<file path="src/rtl/fpa_pkg.sv">
// ----------------------------------------------------------------------------
// fpa_pkg
// Shared types and constants for the binary32 adder pipeline.
// ----------------------------------------------------------------------------
package fpa_pkg;

    localparam int          ManW     = 24;              // mantissa with hidden bit
    localparam int          ExtW     = ManW + 3;        // with guard, round, sticky
    localparam int          SumW     = ExtW + 1;        // with carry
    localparam int          LzW      = 5;
    localparam logic [7:0]  ExpMax   = 8'hFF;
    localparam logic [31:0] QnanWord = 32'h7FC0_0000;

    // after unpack and operand swap
    typedef struct packed {
        logic              special;
        logic [31:0]       special_word;
        logic              sign;
        logic              same_sign;
        logic              zero_sign;
        logic [7:0]        exp;
        logic [ManW-1:0]   man_a;
        logic [ManW-1:0]   man_b;
        logic [7:0]        diff;
    } unp_t;

    // after alignment and magnitude add or subtract
    typedef struct packed {
        logic              special;
        logic [31:0]       special_word;
        logic              sign;
        logic              zero_sign;
        logic [7:0]        exp;
        logic [SumW-1:0]   mag;
    } sum_t;

    // after leading-zero count
    typedef struct packed {
        logic              special;
        logic [31:0]       special_word;
        logic              sign;
        logic              zero_sign;
        logic [7:0]        exp;
        logic [SumW-1:0]   mag;
        logic [LzW-1:0]    lz;
    } lzc_t;

endpackage

</file>
<file path="src/rtl/float32_adder_core.sv">
// ----------------------------------------------------------------------------
// float32_adder_core
// Binary32 adder, truncating toward zero, four-stage pipeline.
// ----------------------------------------------------------------------------
// One operand pair enters every cycle while the output is not stalled; each sum
// leaves after passing the four register stages (unpack and swap, align and add,
// leading-zero count, normalize and pack), which all advance together whenever
// the output register is empty or being taken. Any NaN or opposite infinities
// give 0x7FC00000, overflow gives infinity, subnormals are handled in full.
module float32_adder_core (
    input  logic        aclk,
    input  logic        aresetn,
    input  logic        s_tvalid,
    output logic        s_tready,
    input  logic [63:0] s_tdata,   // operand_a [31:0], operand_b [63:32]
    output logic        m_tvalid,
    input  logic        m_tready,
    output logic [31:0] m_tdata    // sum [31:0]
);

    logic          advance;
    logic          unp_valid, add_valid;
    fpa_pkg::unp_t unp_data;
    fpa_pkg::sum_t add_data;

    // hold every stage while a finished result waits
    assign advance  = !m_tvalid || m_tready;
    assign s_tready = advance;

    fpa_unpack u_unpack (
        .aclk      (aclk),
        .aresetn   (aresetn),
        .advance   (advance),
        .in_valid  (s_tvalid),
        .operand_a (s_tdata[31:0]),
        .operand_b (s_tdata[63:32]),
        .out_valid (unp_valid),
        .out_data  (unp_data)
    );

    fpa_addsub u_addsub (
        .aclk      (aclk),
        .aresetn   (aresetn),
        .advance   (advance),
        .in_valid  (unp_valid),
        .in_data   (unp_data),
        .out_valid (add_valid),
        .out_data  (add_data)
    );

    fpa_normalize u_normalize (
        .aclk      (aclk),
        .aresetn   (aresetn),
        .advance   (advance),
        .in_valid  (add_valid),
        .in_data   (add_data),
        .out_valid (m_tvalid),
        .sum       (m_tdata)
    );

endmodule

</file>
<file path="src/rtl/fpa_unpack.sv">
// ----------------------------------------------------------------------------
// fpa_unpack
// Decode specials, order operands by magnitude, form mantissas and shift amount.
// ----------------------------------------------------------------------------
module fpa_unpack (
    input  logic               aclk,
    input  logic               aresetn,
    input  logic               advance,
    input  logic               in_valid,
    input  logic [31:0]        operand_a,
    input  logic [31:0]        operand_b,
    output logic               out_valid,
    output fpa_pkg::unp_t      out_data
);

    logic          valid_reg;
    fpa_pkg::unp_t data_reg, data_next;

    always_comb begin
        logic        a_nan, b_nan, a_inf, b_inf, swap;
        logic [31:0] big, lit;
        logic [7:0]  eb, el;
        a_nan = (operand_a[30:23] == fpa_pkg::ExpMax) && (operand_a[22:0] != '0);
        b_nan = (operand_b[30:23] == fpa_pkg::ExpMax) && (operand_b[22:0] != '0);
        a_inf = (operand_a[30:23] == fpa_pkg::ExpMax) && (operand_a[22:0] == '0);
        b_inf = (operand_b[30:23] == fpa_pkg::ExpMax) && (operand_b[22:0] == '0);
        swap  = operand_b[30:0] > operand_a[30:0];
        big   = swap ? operand_b : operand_a;
        lit   = swap ? operand_a : operand_b;
        eb    = (big[30:23] == '0) ? 8'd1 : big[30:23];
        el    = (lit[30:23] == '0) ? 8'd1 : lit[30:23];

        data_next.special      = a_nan || b_nan || a_inf || b_inf;
        priority if (a_nan || b_nan) begin
            data_next.special_word = fpa_pkg::QnanWord;
        end else if (a_inf && b_inf) begin
            data_next.special_word = (operand_a[31] == operand_b[31]) ? operand_a
                                                                      : fpa_pkg::QnanWord;
        end else if (a_inf) begin
            data_next.special_word = operand_a;
        end else begin
            data_next.special_word = operand_b;
        end
        data_next.sign      = big[31];
        data_next.same_sign = (operand_a[31] == operand_b[31]);
        data_next.zero_sign = operand_a[31] & operand_b[31];
        data_next.exp       = eb;
        data_next.man_a     = {(big[30:23] != '0), big[22:0]};
        data_next.man_b     = {(lit[30:23] != '0), lit[22:0]};
        data_next.diff      = eb - el;
    end

    always_ff @(posedge aclk) begin
        if (!aresetn) begin
            valid_reg <= 1'b0;
        end else if (advance) begin
            valid_reg <= in_valid;
        end
    end

    always_ff @(posedge aclk) begin
        if (advance) begin
            data_reg <= data_next;
        end
    end

    assign out_valid = valid_reg;
    assign out_data  = data_reg;

endmodule

</file>
<file path="src/rtl/fpa_addsub.sv">
// ----------------------------------------------------------------------------
// fpa_addsub
// Align the smaller operand with guard, round and sticky, then add or subtract.
// ----------------------------------------------------------------------------
module fpa_addsub (
    input  logic               aclk,
    input  logic               aresetn,
    input  logic               advance,
    input  logic               in_valid,
    input  fpa_pkg::unp_t      in_data,
    output logic               out_valid,
    output fpa_pkg::sum_t      out_data
);

    logic          valid_reg;
    fpa_pkg::sum_t data_reg, data_next;

    always_comb begin
        logic [fpa_pkg::ExtW-1:0] ma, mb, bb, lost_mask;
        logic                     sticky;
        ma        = {in_data.man_a, 3'b000};
        mb        = {in_data.man_b, 3'b000};
        lost_mask = '0;
        if (in_data.diff >= 8'(fpa_pkg::ExtW)) begin
            bb     = '0;
            sticky = (mb != '0);
        end else begin
            bb        = mb >> in_data.diff[4:0];
            lost_mask = ~({fpa_pkg::ExtW{1'b1}} << in_data.diff[4:0]);
            sticky    = ((mb & lost_mask) != '0);
        end
        // subtracting the sticky bit keeps the difference truncated toward zero
        if (in_data.same_sign) begin
            data_next.mag = {1'b0, ma} + {1'b0, bb};
        end else begin
            data_next.mag = {1'b0, ma} - {1'b0, bb} - fpa_pkg::SumW'(sticky);
        end
        data_next.special      = in_data.special;
        data_next.special_word = in_data.special_word;
        data_next.sign         = in_data.sign;
        data_next.zero_sign    = in_data.zero_sign;
        data_next.exp          = in_data.exp;
    end

    always_ff @(posedge aclk) begin
        if (!aresetn) begin
            valid_reg <= 1'b0;
        end else if (advance) begin
            valid_reg <= in_valid;
        end
    end

    always_ff @(posedge aclk) begin
        if (advance) begin
            data_reg <= data_next;
        end
    end

    assign out_valid = valid_reg;
    assign out_data  = data_reg;

endmodule

</file>
<file path="src/rtl/fpa_normalize.sv">
// ----------------------------------------------------------------------------
// fpa_normalize
// Count leading zeros, then shift, clamp to subnormal range, saturate and pack.
// ----------------------------------------------------------------------------
module fpa_normalize (
    input  logic               aclk,
    input  logic               aresetn,
    input  logic               advance,
    input  logic               in_valid,
    input  fpa_pkg::sum_t      in_data,
    output logic               out_valid,
    output logic [31:0]        sum
);

    logic          lzc_valid_reg;
    fpa_pkg::lzc_t lzc_reg, lzc_next;
    logic          out_valid_reg;
    logic [31:0]   sum_reg, sum_next;

    always_comb begin
        logic [fpa_pkg::LzW-1:0] idx;
        idx = '0;
        for (int i = 0; i < fpa_pkg::SumW; i++) begin
            if (in_data.mag[i]) begin
                idx = fpa_pkg::LzW'(i);
            end
        end
        lzc_next.special      = in_data.special;
        lzc_next.special_word = in_data.special_word;
        lzc_next.sign         = in_data.sign;
        lzc_next.zero_sign    = in_data.zero_sign;
        lzc_next.exp          = in_data.exp;
        lzc_next.mag          = in_data.mag;
        lzc_next.lz           = fpa_pkg::LzW'(fpa_pkg::SumW - 1) - idx;
    end

    always_comb begin
        logic [fpa_pkg::LzW-1:0]  shamt;
        logic [fpa_pkg::SumW-1:0] shifted;
        logic [8:0]               exp_res;
        logic                     subnorm;
        subnorm = {3'b000, lzc_reg.lz} > lzc_reg.exp;
        // below the normal range the shift stops at the minimum exponent
        shamt   = subnorm ? lzc_reg.exp[fpa_pkg::LzW-1:0] : lzc_reg.lz;
        shifted = lzc_reg.mag << shamt;
        exp_res = {1'b0, lzc_reg.exp} + 9'd1 - {4'b0000, lzc_reg.lz};
        priority if (lzc_reg.special) begin
            sum_next = lzc_reg.special_word;
        end else if (lzc_reg.mag == '0) begin
            sum_next = {lzc_reg.zero_sign, 31'b0};
        end else if (subnorm) begin
            sum_next = {lzc_reg.sign, 8'h00, shifted[26:4]};
        end else if (exp_res >= {1'b0, fpa_pkg::ExpMax}) begin
            sum_next = {lzc_reg.sign, fpa_pkg::ExpMax, 23'b0};
        end else begin
            sum_next = {lzc_reg.sign, exp_res[7:0], shifted[26:4]};
        end
    end

    always_ff @(posedge aclk) begin
        if (!aresetn) begin
            lzc_valid_reg <= 1'b0;
            out_valid_reg <= 1'b0;
        end else if (advance) begin
            lzc_valid_reg <= in_valid;
            out_valid_reg <= lzc_valid_reg;
        end
    end

    always_ff @(posedge aclk) begin
        if (advance) begin
            lzc_reg <= lzc_next;
            sum_reg <= sum_next;
        end
    end

    assign out_valid = out_valid_reg;
    assign sum       = sum_reg;

endmodule

</file>
<file path="config.mk">
export PLATFORM = sky130hd
export DESIGN_NAME = float32_adder_core
export DESIGN_NICKNAME = d
export VERILOG_FILES = /design/src/rtl/fpa_pkg.sv /design/src/rtl/float32_adder_core.sv /design/src/rtl/fpa_unpack.sv /design/src/rtl/fpa_addsub.sv /design/src/rtl/fpa_normalize.sv
export SDC_FILE = /design/constraint.sdc
export NUM_CORES = 1
export LEC_CHECK = 0
export BUFFER_PORTS_ARGS = -buffer_cell sky130_fd_sc_hd__buf_2
export CAP_MARGIN = 15
export CORE_UTILIZATION = 55
export CTS_BUF_LIST = sky130_fd_sc_hd__clkbuf_4 sky130_fd_sc_hd__clkbuf_8
export DETAILED_ROUTE_END_ITERATION = 8
export GPL_TIMING_DRIVEN = 0
export PLACE_DENSITY = 0.79
export SKIP_LAST_GASP = 1
export SLEW_MARGIN = 20
export SYNTH_ARGS = -nofsm -noshare
export SYNTH_HDL_FRONTEND = slang
export SYNTH_HIERARCHICAL = 1
export SYNTH_SLANG_ARGS = --single-unit
</file>
<file path="constraint.sdc">
create_clock -name aclk -period 24.3 [get_ports aclk]
set_input_delay 0 -clock aclk [delete_from_list [all_inputs] [get_ports aclk]]
set_output_delay 0 -clock aclk [all_outputs]
set_load 0.01 [all_outputs]
</file>
==> results of run 1 <==
[logic make-up after synthesis]
| group | Yosys count | synth area share, % |
|---|---|---|
| flops | 283 | 46.05 |
| compound gates | 429 | 15.51 |
| mux | 136 | 8.801 |
| xor+xnor | 63 | 3.045 |
| fa+ha+maj | 131 | 9.046 |
| simple gates | 500 | 12.69 |
| buf+inv | 213 | 4.857 |
[layer usage]
layer | up-vias | track usage, % | share of wire [%]
li1 | 6987 | - | -
met1 | 7067 | 39.47 | 40
met2 | 824 | 53.39 | 47
met3 | 215 | 5.276 | 7.6
met4 | 0 | 17.79 | 5.9
met5 | - | 0 | 0
[Yosys cell counts (all sizes together) (4+ instances only)]
library cell	instances
a22o	10
o31ai	15
and2	27
clkbuf	36
inv	147
a211oi	21
a31oi	19
a221oi	9
a221o	6
mux4	11
nand4	20
nor4	35
o22ai	5
mux2i	83
a311oi	4
xor2	17
a211o	4
a21o	10
o31a	5
o211ai	11
o21a	4
o21bai	23
nor2	143
or3	12
nand2b	12
a21oi	117
a21boi	6
xnor2	46
nand2	165
o21ai	111
ha	128
nor3	33
o221ai	4
dfxtp	4
mux2	42
or2	6
buf	28
nand3	26
nor2b	12
a22oi	13
edfxtp	279
[through the flow]
step	instances	power (mW)
after floorplan	1755	1.395
after global placement	2297	1.667
after detailed placement	2301	1.677
after CTS	2472	2.123
after global routing	2474	2.254
final	2474	2.140
[power by group through the flow]
stage	Clock (mW)	Combinational (mW)	Sequential, mW
6_report	0.427	0.960	0.754
2_1_floorplan	0	0.651	0.744
3_5_place_dp	0	0.915	0.761
3_3_place_gp	0	0.908	0.758
4_1_cts	0.435	0.936	0.752
5_1_grt	0.456	1.03	0.765
[worst max path at each step]
stage	slack, ns	cells after the start	start	endpoint
finish	17.84	22	u_unpack/out_data[1]	u_addsub/out_data[20]
global route	17.46	22	u_unpack/out_data[1]	u_addsub/out_data[20]
CTS	18.06	22	u_unpack/out_data[1]	u_addsub/out_data[20]
detailed placement	18.11	23	u_unpack/out_data[1]	u_addsub/out_data[27]
global placement	14.24	3	m_tready	s_tready
floorplan	16.60	3	m_tready	u_addsub/out_valid
[worst max-delay path: cells and delay by family (launching register included)]
| family | cells | cell delay (ns) |
|---|---|---|
| AO/OA/AOI/OAI | 12 | 2.89 |
| XOR/XNOR | 1 | 0.16 |
| adder cells (fa/ha/maj) | 2 | 0.59 |
| buffers and inverters | 4 | 1.68 |
| flip-flops | 1 | 0.31 |
| multiplexers | 2 | 0.41 |
| AND/OR/NAND/NOR | 1 | 0.12 |
[area by class of cell]
class                   instances  area (um2)  area share, %
plain buffers                  64       332.8          1.556
multi-input cells            1259        9025          42.20
clock buffers                  59       730.7          3.417
flip-flops and latches        283        8458          39.55
inverters                     149       559.3          2.615
diodes                          2       5.005        0.02340
well taps                     442       553.0          2.586
clock inverters                24       231.5          1.082
repair buffers                192        1491          6.974
[what timing repair did]
| action | CTS | global route |
|---|---|---|
| hold buffers | 88 | 0 |
| hold endpoints to repair | 93 | 0 |
| endpoints found under the setup margin | 0 | 0 |
==> impl_metrics.ini, run 1 <==
[final_layout]
n_fill_cell = 2571
final_common_cell = edfxtp_1
layout-drive-gt1-share_pct = 14.43
utilization_pct = 65.40
final_area_mm2 = 0.02139
largest_register_ffs = 100
fin_nets = 2194
final_cell_mix = edfxtp_1, nand2_1, inv_1
synthToLayoutAreaGrowth_pct = 16.44

[global_routing]
antenna_found_initial = 2
track_usage_pct = 31.97
grt_max_degree = 62
grt_pass1_vias = 14722
grt-ovfl-total = 0
grt_pass1_wl_mm = 82.09

[sta]
final.period_utilization_pct = 26.56
relSlewSlack_pct = 21.69
setup_viol = 0
clock_skew_ns = 0.01853
rsz0062_at_grt = false
drv_slew = 0
setup_ws_ns = 17.84
hold_viol_final = 0
setup_tns_ns = 0
hold_slack_ns = 0.1056
tightest_slew_ns = 1.164
period_needed_ns = 6.455
fmax_ghz = 0.1549

[synth]
synth-seq-cells = 283
synthArstFlopShare_pct = 0
yosysWarningCount = 6
ys_top_cells_by_area = edfxtp_1, ha_1, mux2i_1
yosysUniqueCellTypes = 94
synth_top_area_share_pct = 45.61
syn-num-nets = 1954
seq_area_frac_synth_pct = 46.05
ys.flop_type = edfxtp_1
netlist_instances = 1755
synth-edff-count = 279
netlist_area_mm2 = 0.01837
yosys.area.top_type = edfxtp_1
syn_avg_cell_area_um2 = 10.47

[routing]
vias = 15093
wl_per_cell_um = 21.77
drtIter0Drc = 1529
firstDrtPassIters = 6
drtAntennaViolNets = 0
routed_wl_mm = 53.86
drcViolationCount = 0
routed_via_density = 6.101

[hold_path]
min-delay-start = s_tdata[28]
hold_end = u_unpack/out_data[5]
worstHoldPathCells = 3
hp-class = in2reg

[clocking]
cts_resized = 0
cts_buffers = 46
clk_pin_slew_worst_paths_ns = 0.06
post-cts-setup-buffer-count = 0
clock_sinks = 283
cts_tree = built
cts-htree-levels = 2
cts_root_buf = clkbuf_8
clockBufferDepth = 3
insertion_delay_ns = 0.59

[setup_path]
cp.required_ns = 24.59
max_stage_delay_ns = 0.57
cp_data_arrival_time_ns = 6.74
worst_r2r_path_depth = 22
slowest_stage = clkbuf_1
start_kind = flop
cpMostUsedCell = a21oi_1
path_class = reg2reg
path_cells = buf_2 > clkbuf_1 > buf_1 > clkbuf_1 > a21oi_1 > mux2i_1 > a211oi_1 > a21oi_1 > nor2_1 > ha_1 > ha_1 > a21boi_0 > o21bai_1 > a21boi_0 > o21bai_1 > a21oi_1 > o21ai_0 > a31oi_1 > o21ai_0 > a31oi_1 > xor2_1 > mux2i_1
crit_path_end_kind = flop
reg2reg_setup_slack_ns = 17.84
worstReg2RegStart = u_unpack/out_data[1]
path_max_fanout = 10
r2r-end = u_addsub/out_data[20]

[floorplan]
chipHeight_um = 184.7
rows = 66
ioPinCount = 102
die_w_um = 184.7
die-area_mm2 = 0.03413
coreArea_mm2 = 0.03270
initial_core_util_pct = 56.17

[power_and_ir_drop]
cellPowerDensity_mw_per_mm2 = 100.1
intPower_mw = 1.278
p_sw_share_pct = 40.30
p_sw_mw = 0.8626
p_leak_nw = 8.733
seqPwrFrac_pct = 35.2
clkPwrFrac_pct = 19.9
ir_worst_vdd_uv = 45.46
power_frac_comb_pct = 44.8

[place]
place_ws_ns = 18.11
dpl_cell_area_mm2 = 0.01954
io_buffers = 100
dpl.hpwl_mm = 39.59
place_congestion = 0.9552

[flow_run]
drv_cap = 0

[outcome]
status = complete, no violations
No activity file was read; power rests on OpenSTA's default activity.
==> run 2: changes to the inputs <==
Settings changed: PLACE_DENSITY 0.79 to 0.82.
Clock period 24.3 ns to 5.29 ns, I/O delays scaled along.
==> impl_metrics.ini, run 2 (synthesis results as in run 1) <==
[outcome]
status = complete, no violations

[power_and_ir_drop]
totalPowerFinal_mw = 10.29
ir_worst_vdd_uv = 288.0
p_leak_nw = 8.863
cellPowerDensity_mw_per_mm2 = 473.2

[floorplan]
die_w_um = 184.7
chipHeight_um = 184.7
initial_core_util_pct = 56.17
coreArea_mm2 = 0.03270
rows = 66
die-area_mm2 = 0.03413
ioPinCount = 102

[global_routing]
grt_max_degree = 65
grt-ovfl-total = 0
antenna_found_initial = 0
grt_pass1_vias = 14933
track_usage_pct = 32.07
grt_pass1_wl_mm = 82.73

[clocking]
clockBufferDepth = 3
cts_root_buf = clkbuf_8
cts_tree = built
clk_pin_slew_worst_paths_ns = 0.06
clock_sinks = 283
insertion_delay_ns = 0.60
cts-htree-levels = 2
cts_buffers = 47

[sta]
drv_slew = 0
rsz0062_at_grt = true
fmax_ghz = 0.1915
period_needed_ns = 5.223
tightest_slew_ns = 1.026
setup_viol = 0
hold_viol_final = 0
clock_skew_ns = 0.04677
setup_tns_ns = 0
relSlewSlack_pct = 31.01
final.period_utilization_pct = 98.73

[setup_path]
path_cells = buf_4 > inv_1 > clkbuf_4 > o21ai_0 > nor2_1 > a21oi_2 > a211oi_1 > ha_1 > inv_1 > ha_1 > a41oi_1 > o21ai_0 > a21o_1 > a21oi_2 > o211a_1 > o21ai_2 > o21ba_2 > o41a_1 > a31oi_2 > xnor2_1 > o22ai_1
start_kind = flop
crit_path_end_kind = flop
slowest_stage = edfxtp_1
max_stage_delay_ns = 0.40
cp_data_arrival_time_ns = 5.51
path_class = reg2reg
path_max_fanout = 10
cp_num_buf_inv = 4
cpLargestDelayFamily = compound AO/OA/AOI/OAI gates
cp.required_ns = 5.57

[final_layout]
final_common_cell = edfxtp_1
antenna_cells = 0
final_cell_mix = edfxtp_1, nand2_1, inv_1
largest_register_ffs = 100
fin_nets = 2195
layout-drive-gt1-share_pct = 16.78
synthToLayoutAreaGrowth_pct = 18.43

[place]
dpl.hpwl_mm = 39.59
io_buffers = 100
place_congestion = 0.9993

[flow_run]
drv_cap = 0

[routing]
drtAntennaViolNets = 0
drtIter0Drc = 1778
vias = 15369
routed_via_density = 6.212
wl_per_cell_um = 21.99
drcViolationCount = 0
firstDrtPassIters = 6
routed_wl_mm = 54.40

[hold_path]
hp-class = in2reg
==> run 2: changes by cell type in the layout (fill, tap and decap cells not counted), moves of 4 or more <==
cell | before | now
o21ai_2 | 1 | 5
clkbuf_1 | 36 | 27
a21oi_2 | 1 | 8
bufinv_16 | 3 | 9
o21ai_0 | 95 | 89
a21oi_1 | 115 | 108
mux2i_1 | 77 | 73
buf_1 | 6 | 1
buf_4 | 5 | 12
==> run 2: worst paths after layout <==
check / start / endpoint / slack (ns) / cells past startpoint
min reg2reg: u_unpack/out_data[86] / u_addsub/out_data[57] / 0.41 / 0
min: s_tdata[28] / u_unpack/out_data[99] / 0.12 / 3
max reg2reg: u_unpack/out_data[1] / u_addsub/out_data[27] / 0.07 / 21
max: u_unpack/out_data[1] / u_addsub/out_data[27] / 0.07 / 21
==> run 2: per-layer routing <==
| layer | track usage, % | part of all wire, % | up-vias |
|---|---|---|---|
| met1 | 39.12 | 39 | 7241 |
| li1 | - | - | 6997 |
| met2 | 53.89 | 47 | 917 |
| met5 | 0 | 0 | - |
| met4 | 18.31 | 6.2 | 0 |
| met3 | 5.295 | 8.2 | 214 |
==> run 2: tightest hold or removal path: stages <==
cell and delay, ns:
clkbuf_1 0.20, nand4_1 0.22, o21ai_0 0.11
==> run 2: area by class of cell <==
type	instances	area [um2]
Clock inverter	29	389.1
Clock buffer	56	714.4
Buffer	61	365.4
Inverter	149	560.5
Timing Repair Buffer	195	1514
Multi-Input combinational cell	1259	9199
Tap cell	442	553.0
Fill cell	2415	10950
Sequential cell	283	8458
==> run 2: stage by stage <==
stage	worst slack [ns]	cell area (um2)	utilization (%)	hold slack (ns)	cells
floorplan	0.2318	18370	-	0.1282	1755
global placement	-0.9084	19420	59.40	0.2525	2297
detailed placement	-0.9699	19560	59.81	0.2606	2302
CTS	0.007301	21600	66.05	0.06636	2472
global route	-0.03244	21750	66.52	0.08503	2474
finish	0.06712	21750	66.52	0.1182	2474
==> run 2: where the power goes <==
| part | internal, mW | switching (mW) |
|---|---|---|
| combinational | 1.79 | 2.74 |
| sequential | 3.08 | 0.411 |
| clock | 1.35 | 0.916 |
| total | 6.22 | 4.07 |
==> run 2: timing repair <==
action,CTS,global route
endpoints found under the hold margin,92,0
gates resized for setup,28,43
setup buffers,2,2
pin swaps,2,5
hold buffers,86,0
setup endpoints to repair,16,10
